--- src/design/sfcp_pkg.sv ---
// ----------------------------------------------------------------------------
// sfcp_pkg
// Shared types, microcode format and CRC helper for the status frame packer.
// ----------------------------------------------------------------------------
`timescale 1ns / 1ps

package sfcp_pkg;

  localparam int unsigned PayloadUsed = 13;   // payload bytes held per snapshot
  localparam int unsigned SrcIdxW     = 4;    // index into the payload store
  localparam int unsigned PayCntW     = 3;    // payload bytes within a block
  localparam logic [15:0] CrcInit     = 16'hFFFF;
  localparam logic [15:0] CrcPoly     = 16'hA001;
  localparam logic [1:0]  LastBlk     = 2'd3;

  typedef logic [7:0]           byte_t;
  typedef logic [1:0]           blk_t;
  typedef logic [SrcIdxW-1:0]   src_idx_t;
  typedef logic [PayCntW-1:0]   pay_cnt_t;
  typedef byte_t [PayloadUsed-1:0] snap_bytes_t;

  // microcode step addresses
  typedef logic [1:0] step_t;
  localparam step_t StepTag   = 2'd0;
  localparam step_t StepPay   = 2'd1;
  localparam step_t StepCrcLo = 2'd2;
  localparam step_t StepCrcHi = 2'd3;

  typedef enum logic [1:0] {
    SRC_TAG,
    SRC_PAY,
    SRC_CRC_LO,
    SRC_CRC_HI
  } src_sel_e;

  typedef enum logic [1:0] {
    COND_NEXT,       // fall through to the next step
    COND_PAY_MORE,   // jump while the block has payload left
    COND_BLK_MORE    // jump while blocks remain, else end of program
  } cond_e;

  typedef enum logic {
    SEQ_IDLE,
    SEQ_RUN
  } seq_state_e;

  typedef struct packed {
    src_sel_e src;
    logic     crc_init;
    logic     crc_feed;
    logic     blk_end;
    cond_e    cond;
    step_t    target;
  } ucode_t;

  // sequencer -> datapath
  typedef struct packed {
    logic     adv;
    src_sel_e src;
    logic     crc_init;
    logic     crc_feed;
    logic     blk_end;
    logic     last;
    blk_t     blk;
    src_idx_t src_idx;
  } dp_ctrl_t;

  function automatic pay_cnt_t blk_pay_len(blk_t blk);
    pay_cnt_t len;
    unique case (blk)
      2'd0:    len = 3'd5;
      2'd1:    len = 3'd3;
      2'd2:    len = 3'd1;
      default: len = 3'd4;
    endcase
    return len;
  endfunction

  // one byte through the reflected Modbus CRC-16
  function automatic logic [15:0] crc16_feed(logic [15:0] crc, byte_t data);
    logic [15:0] c;
    c = crc ^ {8'h00, data};
    for (int i = 0; i < 8; i++) begin
      if (c[0]) begin
        c = (c >> 1) ^ CrcPoly;
      end else begin
        c = c >> 1;
      end
    end
    return c;
  endfunction

endpackage

--- src/design/sfcp_if.sv ---
// ----------------------------------------------------------------------------
// sfcp_if
// Request channels of the packer: status snapshot in, frame bytes out.
// ----------------------------------------------------------------------------
`timescale 1ns / 1ps

interface sfcp_snap_if;
  logic        valid;
  logic        ready;
  logic [7:0]  record_byte_0;
  logic [7:0]  record_byte_1;
  logic [7:0]  record_byte_2;
  logic [7:0]  record_byte_3;
  logic [7:0]  record_byte_4;
  logic [7:0]  serial_byte_0;
  logic [7:0]  serial_byte_1;
  logic [7:0]  serial_byte_2;
  logic [7:0]  charge_level;
  logic [7:0]  health_level;
  logic [15:0] cycle_count;
  logic [7:0]  device_state;

  modport source (
    output valid, record_byte_0, record_byte_1, record_byte_2, record_byte_3,
           record_byte_4, serial_byte_0, serial_byte_1, serial_byte_2,
           charge_level, health_level, cycle_count, device_state,
    input  ready
  );
  modport sink (
    input  valid, record_byte_0, record_byte_1, record_byte_2, record_byte_3,
           record_byte_4, serial_byte_0, serial_byte_1, serial_byte_2,
           charge_level, health_level, cycle_count, device_state,
    output ready
  );
endinterface

interface sfcp_frame_if;
  logic       valid;
  logic       ready;
  logic [7:0] frame_byte;
  logic       block_end;
  logic       frame_last;

  modport source (
    output valid, frame_byte, block_end, frame_last,
    input  ready
  );
  modport sink (
    input  valid, frame_byte, block_end, frame_last,
    output ready
  );
endinterface

--- src/design/sfcp_ucode_rom.sv ---
// ----------------------------------------------------------------------------
// sfcp_ucode_rom
// Control store: one control word per sequencer step.
// ----------------------------------------------------------------------------
`timescale 1ns / 1ps

module sfcp_ucode_rom (
  input  sfcp_pkg::step_t  step_i,
  output sfcp_pkg::ucode_t word_o
);
  import sfcp_pkg::*;

  // tag: restart CRC and feed tag; pay: loop over block payload;
  // lo/hi: send CRC, hi loops back to tag until the last block
  always_comb begin
    unique case (step_i)
      StepTag:   word_o = '{src: SRC_TAG, crc_init: 1'b1, crc_feed: 1'b1,
                            blk_end: 1'b0, cond: COND_NEXT, target: StepTag};
      StepPay:   word_o = '{src: SRC_PAY, crc_init: 1'b0, crc_feed: 1'b1,
                            blk_end: 1'b0, cond: COND_PAY_MORE, target: StepPay};
      StepCrcLo: word_o = '{src: SRC_CRC_LO, crc_init: 1'b0, crc_feed: 1'b0,
                            blk_end: 1'b0, cond: COND_NEXT, target: StepTag};
      default:   word_o = '{src: SRC_CRC_HI, crc_init: 1'b0, crc_feed: 1'b0,
                            blk_end: 1'b1, cond: COND_BLK_MORE, target: StepTag};
    endcase
  end

endmodule

--- src/design/sfcp_sequencer.sv ---
// ----------------------------------------------------------------------------
// sfcp_sequencer
// Step counter, block and payload counters, jump logic over the control store.
// ----------------------------------------------------------------------------
`timescale 1ns / 1ps

module sfcp_sequencer (
  input  logic               clk_i,
  input  logic               rst_ni,
  input  logic               snap_valid_i,
  output logic               snap_ready_o,
  input  logic               slot_free_i,
  output sfcp_pkg::dp_ctrl_t ctrl_o
);
  import sfcp_pkg::*;

  seq_state_e state_q, state_d;
  step_t      step_q, step_d;
  blk_t       blk_q, blk_d;
  pay_cnt_t   cnt_q, cnt_d;
  src_idx_t   src_q, src_d;
  ucode_t     uw;
  logic       accept;
  logic       adv;
  logic       taken;
  logic       prog_end;

  sfcp_ucode_rom u_rom (
    .step_i (step_q),
    .word_o (uw)
  );

  assign accept = snap_valid_i && snap_ready_o;

  always_comb begin
    unique case (uw.cond)
      COND_PAY_MORE: taken = (cnt_q != blk_pay_len(blk_q) - 3'd1);
      COND_BLK_MORE: taken = (blk_q != LastBlk);
      default:       taken = 1'b0;
    endcase
  end

  assign prog_end = (uw.cond == COND_BLK_MORE) && !taken;

  // next state
  always_comb begin
    state_d = state_q;
    unique case (state_q)
      SEQ_IDLE: if (accept)          state_d = SEQ_RUN;
      SEQ_RUN:  if (adv && prog_end) state_d = SEQ_IDLE;
      default:  state_d = SEQ_IDLE;
    endcase
  end

  // outputs
  always_comb begin
    snap_ready_o = (state_q == SEQ_IDLE);
    adv          = (state_q == SEQ_RUN) && slot_free_i;
  end

  always_comb begin
    step_d = step_q;
    blk_d  = blk_q;
    cnt_d  = cnt_q;
    src_d  = src_q;
    if (accept) begin
      step_d = StepTag;
      blk_d  = '0;
      cnt_d  = '0;
      src_d  = '0;
    end else if (adv) begin
      step_d = taken ? uw.target : step_q + 2'd1;
      if (uw.src == SRC_PAY) begin
        src_d = src_q + 4'd1;
        cnt_d = taken ? cnt_q + 3'd1 : '0;
      end
      if (uw.blk_end) begin
        blk_d = blk_q + 2'd1;
      end
    end
  end

  always_ff @(posedge clk_i or negedge rst_ni) begin
    if (!rst_ni) begin
      state_q <= SEQ_IDLE;
      step_q  <= StepTag;
      blk_q   <= '0;
      cnt_q   <= '0;
      src_q   <= '0;
    end else begin
      state_q <= state_d;
      step_q  <= step_d;
      blk_q   <= blk_d;
      cnt_q   <= cnt_d;
      src_q   <= src_d;
    end
  end

  always_comb begin
    ctrl_o.adv      = adv;
    ctrl_o.src      = uw.src;
    ctrl_o.crc_init = uw.crc_init;
    ctrl_o.crc_feed = uw.crc_feed;
    ctrl_o.blk_end  = uw.blk_end;
    ctrl_o.last     = prog_end;
    ctrl_o.blk      = blk_q;
    ctrl_o.src_idx  = src_q;
  end

endmodule

--- src/design/sfcp_datapath.sv ---
// ----------------------------------------------------------------------------
// sfcp_datapath
// Payload store, CRC register, byte select and the output slot.
// ----------------------------------------------------------------------------
`timescale 1ns / 1ps

module sfcp_datapath (
  input  logic                  clk_i,
  input  logic                  rst_ni,
  input  logic                  load_i,
  input  sfcp_pkg::snap_bytes_t snap_i,
  input  sfcp_pkg::dp_ctrl_t    ctrl_i,
  output logic                  slot_free_o,
  output logic                  out_valid_o,
  input  logic                  out_ready_i,
  output logic [7:0]            frame_byte_o,
  output logic                  block_end_o,
  output logic                  frame_last_o
);
  import sfcp_pkg::*;

  snap_bytes_t payload_q;
  logic [15:0] crc_q, crc_d;
  byte_t       sel_byte;
  logic        valid_q, valid_d;
  byte_t       byte_q;
  logic        end_q;
  logic        last_q;

  always_ff @(posedge clk_i) begin
    if (load_i) begin
      payload_q <= snap_i;
    end
  end

  always_comb begin
    unique case (ctrl_i.src)
      SRC_TAG:    sel_byte = {6'b0, ctrl_i.blk};
      SRC_PAY:    sel_byte = payload_q[ctrl_i.src_idx];
      SRC_CRC_LO: sel_byte = crc_q[7:0];
      default:    sel_byte = crc_q[15:8];
    endcase
  end

  always_comb begin
    crc_d = crc_q;
    if (ctrl_i.adv && ctrl_i.crc_feed) begin
      crc_d = crc16_feed(ctrl_i.crc_init ? CrcInit : crc_q, sel_byte);
    end
  end

  assign slot_free_o = !valid_q || out_ready_i;

  always_comb begin
    valid_d = valid_q;
    if (ctrl_i.adv) begin
      valid_d = 1'b1;
    end else if (out_ready_i) begin
      valid_d = 1'b0;
    end
  end

  always_ff @(posedge clk_i or negedge rst_ni) begin
    if (!rst_ni) begin
      valid_q <= 1'b0;
      crc_q   <= CrcInit;
    end else begin
      valid_q <= valid_d;
      crc_q   <= crc_d;
    end
  end

  always_ff @(posedge clk_i) begin
    if (ctrl_i.adv) begin
      byte_q <= sel_byte;
      end_q  <= ctrl_i.blk_end;
      last_q <= ctrl_i.last;
    end
  end

  assign out_valid_o  = valid_q;
  assign frame_byte_o = byte_q;
  assign block_end_o  = end_q;
  assign frame_last_o = last_q;

endmodule

--- src/design/status_frame_crc_packer.sv ---
// ----------------------------------------------------------------------------
// status_frame_crc_packer
// Packs one status snapshot into a 25-byte frame of four tagged sub-blocks,
// each closed by a Modbus CRC-16 (low byte first).
//
//   channel   dir   contents                                   handshake
//   snap_i    in    record, serial, charge, health, cycles,    valid/ready
//                   device state
//   frame_o   out   frame_byte, block_end, frame_last          valid/ready
//
// A snapshot is accepted, then the sequencer runs 25 steps in which it issues
// one frame byte per cycle, unless frame_o stalls, into a single output
// register and feeds each tag and payload byte into the CRC.
// snap_i.ready is high whenever no frame is being generated; the next
// snapshot is taken once the last byte sits in the output register.
// Backpressure on frame_o holds the sequencer in place.
// Reset clears the sequencer, the CRC and the output valid flag; no clearing pass.
// ----------------------------------------------------------------------------
`timescale 1ns / 1ps

module status_frame_crc_packer (
  input  logic                clk_i,
  input  logic                rst_ni,
  sfcp_snap_if.sink           snap_i,
  sfcp_frame_if.source        frame_o
);
  import sfcp_pkg::*;

  dp_ctrl_t    ctrl;
  snap_bytes_t snap_bytes;
  logic        slot_free;
  logic        load;

  assign load = snap_i.valid && snap_i.ready;

  assign snap_bytes[0]  = snap_i.record_byte_0;
  assign snap_bytes[1]  = snap_i.record_byte_1;
  assign snap_bytes[2]  = snap_i.record_byte_2;
  assign snap_bytes[3]  = snap_i.record_byte_3;
  assign snap_bytes[4]  = snap_i.record_byte_4;
  assign snap_bytes[5]  = snap_i.serial_byte_0;
  assign snap_bytes[6]  = snap_i.serial_byte_1;
  assign snap_bytes[7]  = snap_i.serial_byte_2;
  assign snap_bytes[8]  = snap_i.charge_level;
  assign snap_bytes[9]  = snap_i.health_level;
  assign snap_bytes[10] = snap_i.cycle_count[7:0];
  assign snap_bytes[11] = snap_i.cycle_count[15:8];
  assign snap_bytes[12] = snap_i.device_state;

  sfcp_sequencer u_seq (
    .clk_i        (clk_i),
    .rst_ni       (rst_ni),
    .snap_valid_i (snap_i.valid),
    .snap_ready_o (snap_i.ready),
    .slot_free_i  (slot_free),
    .ctrl_o       (ctrl)
  );

  sfcp_datapath u_dp (
    .clk_i        (clk_i),
    .rst_ni       (rst_ni),
    .load_i       (load),
    .snap_i       (snap_bytes),
    .ctrl_i       (ctrl),
    .slot_free_o  (slot_free),
    .out_valid_o  (frame_o.valid),
    .out_ready_i  (frame_o.ready),
    .frame_byte_o (frame_o.frame_byte),
    .block_end_o  (frame_o.block_end),
    .frame_last_o (frame_o.frame_last)
  );

endmodule

--- src/flat_wrapper.sv ---
// flat-port wrapper written by rule: the top's interface ports become plain ports
module status_frame_crc_packer_flat import sfcp_pkg::*;
  (clk_i, rst_ni, snap_i_valid, snap_i_record_byte_0, snap_i_record_byte_1, snap_i_record_byte_2, snap_i_record_byte_3, snap_i_record_byte_4, snap_i_serial_byte_0, snap_i_serial_byte_1, snap_i_serial_byte_2, snap_i_charge_level, snap_i_health_level, snap_i_cycle_count, snap_i_device_state, snap_i_ready, frame_o_valid, frame_o_frame_byte, frame_o_block_end, frame_o_frame_last, frame_o_ready);
  sfcp_snap_if snap_i_i ();
  sfcp_frame_if frame_o_i ();
  input  logic clk_i;
  input  logic rst_ni;
  input wire logic [$bits(snap_i_i.valid)-1:0] snap_i_valid;
  input wire logic [$bits(snap_i_i.record_byte_0)-1:0] snap_i_record_byte_0;
  input wire logic [$bits(snap_i_i.record_byte_1)-1:0] snap_i_record_byte_1;
  input wire logic [$bits(snap_i_i.record_byte_2)-1:0] snap_i_record_byte_2;
  input wire logic [$bits(snap_i_i.record_byte_3)-1:0] snap_i_record_byte_3;
  input wire logic [$bits(snap_i_i.record_byte_4)-1:0] snap_i_record_byte_4;
  input wire logic [$bits(snap_i_i.serial_byte_0)-1:0] snap_i_serial_byte_0;
  input wire logic [$bits(snap_i_i.serial_byte_1)-1:0] snap_i_serial_byte_1;
  input wire logic [$bits(snap_i_i.serial_byte_2)-1:0] snap_i_serial_byte_2;
  input wire logic [$bits(snap_i_i.charge_level)-1:0] snap_i_charge_level;
  input wire logic [$bits(snap_i_i.health_level)-1:0] snap_i_health_level;
  input wire logic [$bits(snap_i_i.cycle_count)-1:0] snap_i_cycle_count;
  input wire logic [$bits(snap_i_i.device_state)-1:0] snap_i_device_state;
  output wire logic [$bits(snap_i_i.ready)-1:0] snap_i_ready;
  output wire logic [$bits(frame_o_i.valid)-1:0] frame_o_valid;
  output wire logic [$bits(frame_o_i.frame_byte)-1:0] frame_o_frame_byte;
  output wire logic [$bits(frame_o_i.block_end)-1:0] frame_o_block_end;
  output wire logic [$bits(frame_o_i.frame_last)-1:0] frame_o_frame_last;
  input wire logic [$bits(frame_o_i.ready)-1:0] frame_o_ready;
  assign snap_i_i.valid = snap_i_valid;
  assign snap_i_i.record_byte_0 = snap_i_record_byte_0;
  assign snap_i_i.record_byte_1 = snap_i_record_byte_1;
  assign snap_i_i.record_byte_2 = snap_i_record_byte_2;
  assign snap_i_i.record_byte_3 = snap_i_record_byte_3;
  assign snap_i_i.record_byte_4 = snap_i_record_byte_4;
  assign snap_i_i.serial_byte_0 = snap_i_serial_byte_0;
  assign snap_i_i.serial_byte_1 = snap_i_serial_byte_1;
  assign snap_i_i.serial_byte_2 = snap_i_serial_byte_2;
  assign snap_i_i.charge_level = snap_i_charge_level;
  assign snap_i_i.health_level = snap_i_health_level;
  assign snap_i_i.cycle_count = snap_i_cycle_count;
  assign snap_i_i.device_state = snap_i_device_state;
  assign snap_i_ready = snap_i_i.ready;
  assign frame_o_valid = frame_o_i.valid;
  assign frame_o_frame_byte = frame_o_i.frame_byte;
  assign frame_o_block_end = frame_o_i.block_end;
  assign frame_o_frame_last = frame_o_i.frame_last;
  assign frame_o_i.ready = frame_o_ready;
  status_frame_crc_packer u_core (.clk_i(clk_i), .rst_ni(rst_ni), .snap_i(snap_i_i), .frame_o(frame_o_i));
endmodule
--- config.mk ---
export PLATFORM = sky130hd
export DESIGN_NAME = status_frame_crc_packer_flat
export DESIGN_NICKNAME = d
export VERILOG_FILES = /design/src/design/sfcp_pkg.sv /design/src/design/sfcp_if.sv /design/src/design/sfcp_ucode_rom.sv /design/src/design/sfcp_sequencer.sv /design/src/design/sfcp_datapath.sv /design/src/design/status_frame_crc_packer.sv /design/src/flat_wrapper.sv
export SDC_FILE = /design/constraint.sdc
export NUM_CORES = 1
export LEC_CHECK = 0
export BUFFER_PORTS_ARGS = -buffer_cell sky130_fd_sc_hd__buf_2
export CAP_MARGIN = 20
export CORE_MARGIN = 3
export CORE_UTILIZATION = 45
export DETAILED_ROUTE_END_ITERATION = 6
export PLACE_DENSITY = 0.71
export SLEW_MARGIN = 20
export SYNTH_ARGS = -nofsm -noshare
export SYNTH_HDL_FRONTEND = slang
export SYNTH_SLANG_ARGS = --single-unit
--- constraint.sdc ---
create_clock -name clk_i -period 9.6 [get_ports clk_i]
set_input_delay 0.48 -clock clk_i [delete_from_list [all_inputs] [get_ports clk_i]]
set_output_delay 0.48 -clock clk_i [all_outputs]
set_load 0.01 [all_outputs]
==> impl_metrics.env <==
export IMPL_cts_root_buf="clkbuf_16"
export IMPL_clock_fmax_mhz=287
export IMPL_die_h_microns=126
export IMPL_drc=0
export IMPL_seqPwrFrac_pct=36.2
export IMPL_syn_nets=580
export IMPL_power_internal_w=0.00181
export IMPL_design_core_area_sq_um=14000
export IMPL_synth_most_common_cell="edfxtp_1"
export IMPL_place_gp_congestion=0.896
export IMPL_yosys_area_top_type="edfxtp_1"
export IMPL_synth_avg_cell_area_sq_um=14.1
export IMPL_vias=4094
export IMPL_place_inst=735
export IMPL_rsz0062_at_grt="no"
export IMPL_dr_pass1_iters=5
export IMPL_cp_start_kind="flop"
export IMPL_setup_viol=0
export IMPL_grt_use_total_pct=17.5
export IMPL_synth_seq_cells=143
export IMPL_layout_drive_gt1_share_pct=33.7
export IMPL_fin_cells=767
export IMPL_clock_power_share_pct=22.4
export IMPL_p_switching_w=0.000991
export IMPL_worst_pin_slew_ns=1.01
export IMPL_nFillCells=1142
export IMPL_cp_common_cell="a221o_1"
export IMPL_hold_buffers=0
export IMPL_drt_antenna_violating_nets=0
export IMPL_ys_types=55
export IMPL_fin_setup_tns_ns=0
export IMPL_yosysSeqAreaShare_pct=64.3
export IMPL_ys_warn_count=0
export IMPL_cts_tree="yes"
export IMPL_nets=694
export IMPL_clkSinkCount=143
export IMPL_period_needed_ns=3.48
export IMPL_r2r_end="u_core.u_dp.crc_q[15]"
export IMPL_area_growth_pct=19.9
export IMPL_die_w_microns=126
export IMPL_path_class="flop to flop"
export IMPL_end_kind="flop"
export IMPL_synth_edf_count=114
export IMPL_wl_per_cell_microns=17.1
export IMPL_hold_path_class="primary input to asynchronous set/reset pin"
export IMPL_slew_headroom_pct=32.6
export IMPL_p_leak_nw=2.97
export IMPL_ctsResizeCount=0
export IMPL_drt_iter0_markers=262
export IMPL_comb_power_share_pct=41.4
export IMPL_reg2regPathDepth=9
export IMPL_arrival_ns=3.82
export IMPL_swShare_pct=35.3
export IMPL_status="complete, no violations"
export IMPL_worstPathRequired_ns=9.94
export IMPL_worstSkewPairLatency_ns=0.41
export IMPL_powerDensity_nw_per_um2=361
export IMPL_syn_area_sq_um=6480
export IMPL_portBuffers=119
export IMPL_htreeDepth=4
export IMPL_async_flop_share_pct=20.3
export IMPL_slew_viol_final=0
export IMPL_cts_buffer_depth=2
export IMPL_io_pins=120
export IMPL_clkTransAtPathRegs_ns=0.06
export IMPL_maxCapViolCount=0
export IMPL_p_total_w=0.00281
export IMPL_grt_max_degree=85
export IMPL_worstPathCellList="mux4_2 > a221o_1 > nand2_1 > a31oi_1 > a221o_1 > xor2_1 > xor3_2 > xnor2_1 > o21ai_1"
export IMPL_grt_overflow_total=0
export IMPL_hold_violations=0
export IMPL_max_stage_delay_ns=0.97
export IMPL_syn_inst=461
export IMPL_rr_startpoint="u_core.u_seq.src_q[0]"
export IMPL_cts_made_buffers=17
export IMPL_dpl_hpwl_microns=9170
export IMPL_period_share_pct=36.3
export IMPL_grt_pass1_vias=4348
export IMPL_dieArea_sq_um=15900
export IMPL_cts_setup_buffers=0
export IMPL_critPathMaxFanout=35
export IMPL_post_dp_cell_area_sq_um=7210
export IMPL_netlist_top_cells_count="edfxtp_1 (114), nand2_1 (53), nor2_1 (28), o21ai_0 (27)"
export IMPL_postLayoutCellArea_sq_um=7780
export IMPL_rows=43
export IMPL_ir_drop_mv=0.239
export IMPL_cp_slowest_cell="dfrtp_2"
export IMPL_synth_top_area_share_pct=52.8
export IMPL_ff2ff_setup_slack_ns=6.12
export IMPL_skew_ns=0.00727
export IMPL_totalWireLength_microns=13100
export IMPL_n_antenna_cell=0
export IMPL_netlist_top_cells_area="edfxtp_1 (53%), mux4_2 (6.6%), dfstp_2 (6.5%)"
export IMPL_grt_pass1_wl_microns=21900
export IMPL_viasPerCell=5.34
export IMPL_yosys_most_used_dff="edfxtp_1"
export IMPL_antenna_found_initial=0
export IMPL_initial_core_util_pct=46.4
## flip-flops by register name, summed over array words and instances, names as in the netlist
signal	cells
u_core.u_seq.step_q	2
u_core.u_seq.state_q	1
u_core.u_dp.frame_last_o	1
u_core.u_dp.frame_byte_o	8
u_core.u_seq.cnt_q	3
u_core.u_dp.crc_q	16
u_core.u_dp.block_end_o	1
u_core.u_dp.payload_q	104
u_core.u_seq.src_q	4
u_core.u_dp.out_valid_o	1
u_core.u_seq.blk_q	2
## worst max path at each step
stage / startpoint / to / slack, ns / cells past startpoint
6_report: u_core.u_seq.src_q[0] / u_core.u_dp.crc_q[15] / 6.12 / 9
5_1_grt: u_core.u_seq.src_q[0] / u_core.u_dp.crc_q[15] / 5.82 / 9
4_1_cts: u_core.u_seq.src_q[0] / u_core.u_dp.crc_q[15] / 6.06 / 9
3_5_place_dp: u_core.u_seq.src_q[0] / u_core.u_dp.crc_q[15] / 6.09 / 9
3_3_place_gp: u_core.u_seq.src_q[0] / u_core.u_dp.crc_q[14] / 6.13 / 8
2_1_floorplan: snap_i_valid / u_core.u_seq.cnt_q[1] / 5.12 / 4
## power by group through the flow
| stage | combinational [W] | sequential [W] | clock (W) |
|---|---|---|---|
| 5_1_grt | 0.00129 | 0.00104 | 0.000671 |
| 3_5_place_dp | 0.00115 | 0.00103 | 0 |
| 3_3_place_gp | 0.00112 | 0.00102 | 0 |
| 6_report | 0.00116 | 0.00102 | 0.000628 |
| 4_1_cts | 0.00116 | 0.00102 | 0.000640 |
| 2_1_floorplan | 0.000999 | 0.000940 | 0 |
## worst max-delay path, delay by kind of cell (launching register included)
family	cells	cell delay, ns
AOI/OAI and AO/OA	4	0.89
xor gates and xnor gates	3	0.86
DFF	1	0.97
muxes	1	0.60
and+or+nand+nor	1	0.07
## cell families after synthesis
group,Yosys count,synth area share (%)
AND/OR/NAND/NOR,121,8.61
multiplexers,34,9.22
flip-flops,143,64.3
XOR/XNOR,29,4.50
buffers and inverters,41,2.86
AO/OA/AOI/OAI,82,8.41
adder cells (fa/ha/maj),11,2.12
## cell type report
class	instances	area, sq um	area share, %
Clock buffer	17	425	5.47
Clock inverter	14	141	1.82
Inverter	12	45.0	0.579
Multi-Input combinational cell	277	2140	27.5
Sequential cell	143	4170	53.6
Tap cell	180	225	2.90
Timing Repair Buffer	124	631	8.11
## placed cells by master (no fill, tap or decap), drive strengths merged, types with 12 or more instances in the layout
master,synthesis,routed
xnor2,21,21
dfrtp,13,13
dfstp,16,16
nor2,28,28
a21oi,12,12
buf,9,124
o21ai,29,29
inv,12,15
mux4,20,20
edfxtp,114,114
clkbuf,20,17
nand2,53,53
## through the flow
| stage | setup slack, ns | utilization (%) | hold slack, ns |
|---|---|---|---|
| 3_3_place_gp | 6.13 | 51.5 | 0.464 |
| 2_1_floorplan | 5.12 | - | 0.184 |
| 4_1_cts | 6.06 | 55.6 | 0.124 |
| 3_5_place_dp | 6.09 | 51.5 | 0.488 |
| 6_report | 6.12 | 55.6 | 0.110 |
| 5_1_grt | 5.82 | 55.6 | 0.141 |
## metal layers
metal  part of all wire [%]  GRT usage, %
met1                     43          22.6
met3                    7.3          6.15
met4                    1.5          6.18
met5                      0             0
met2                     48          27.7
No activity file was read; power rests on OpenSTA's default activity.
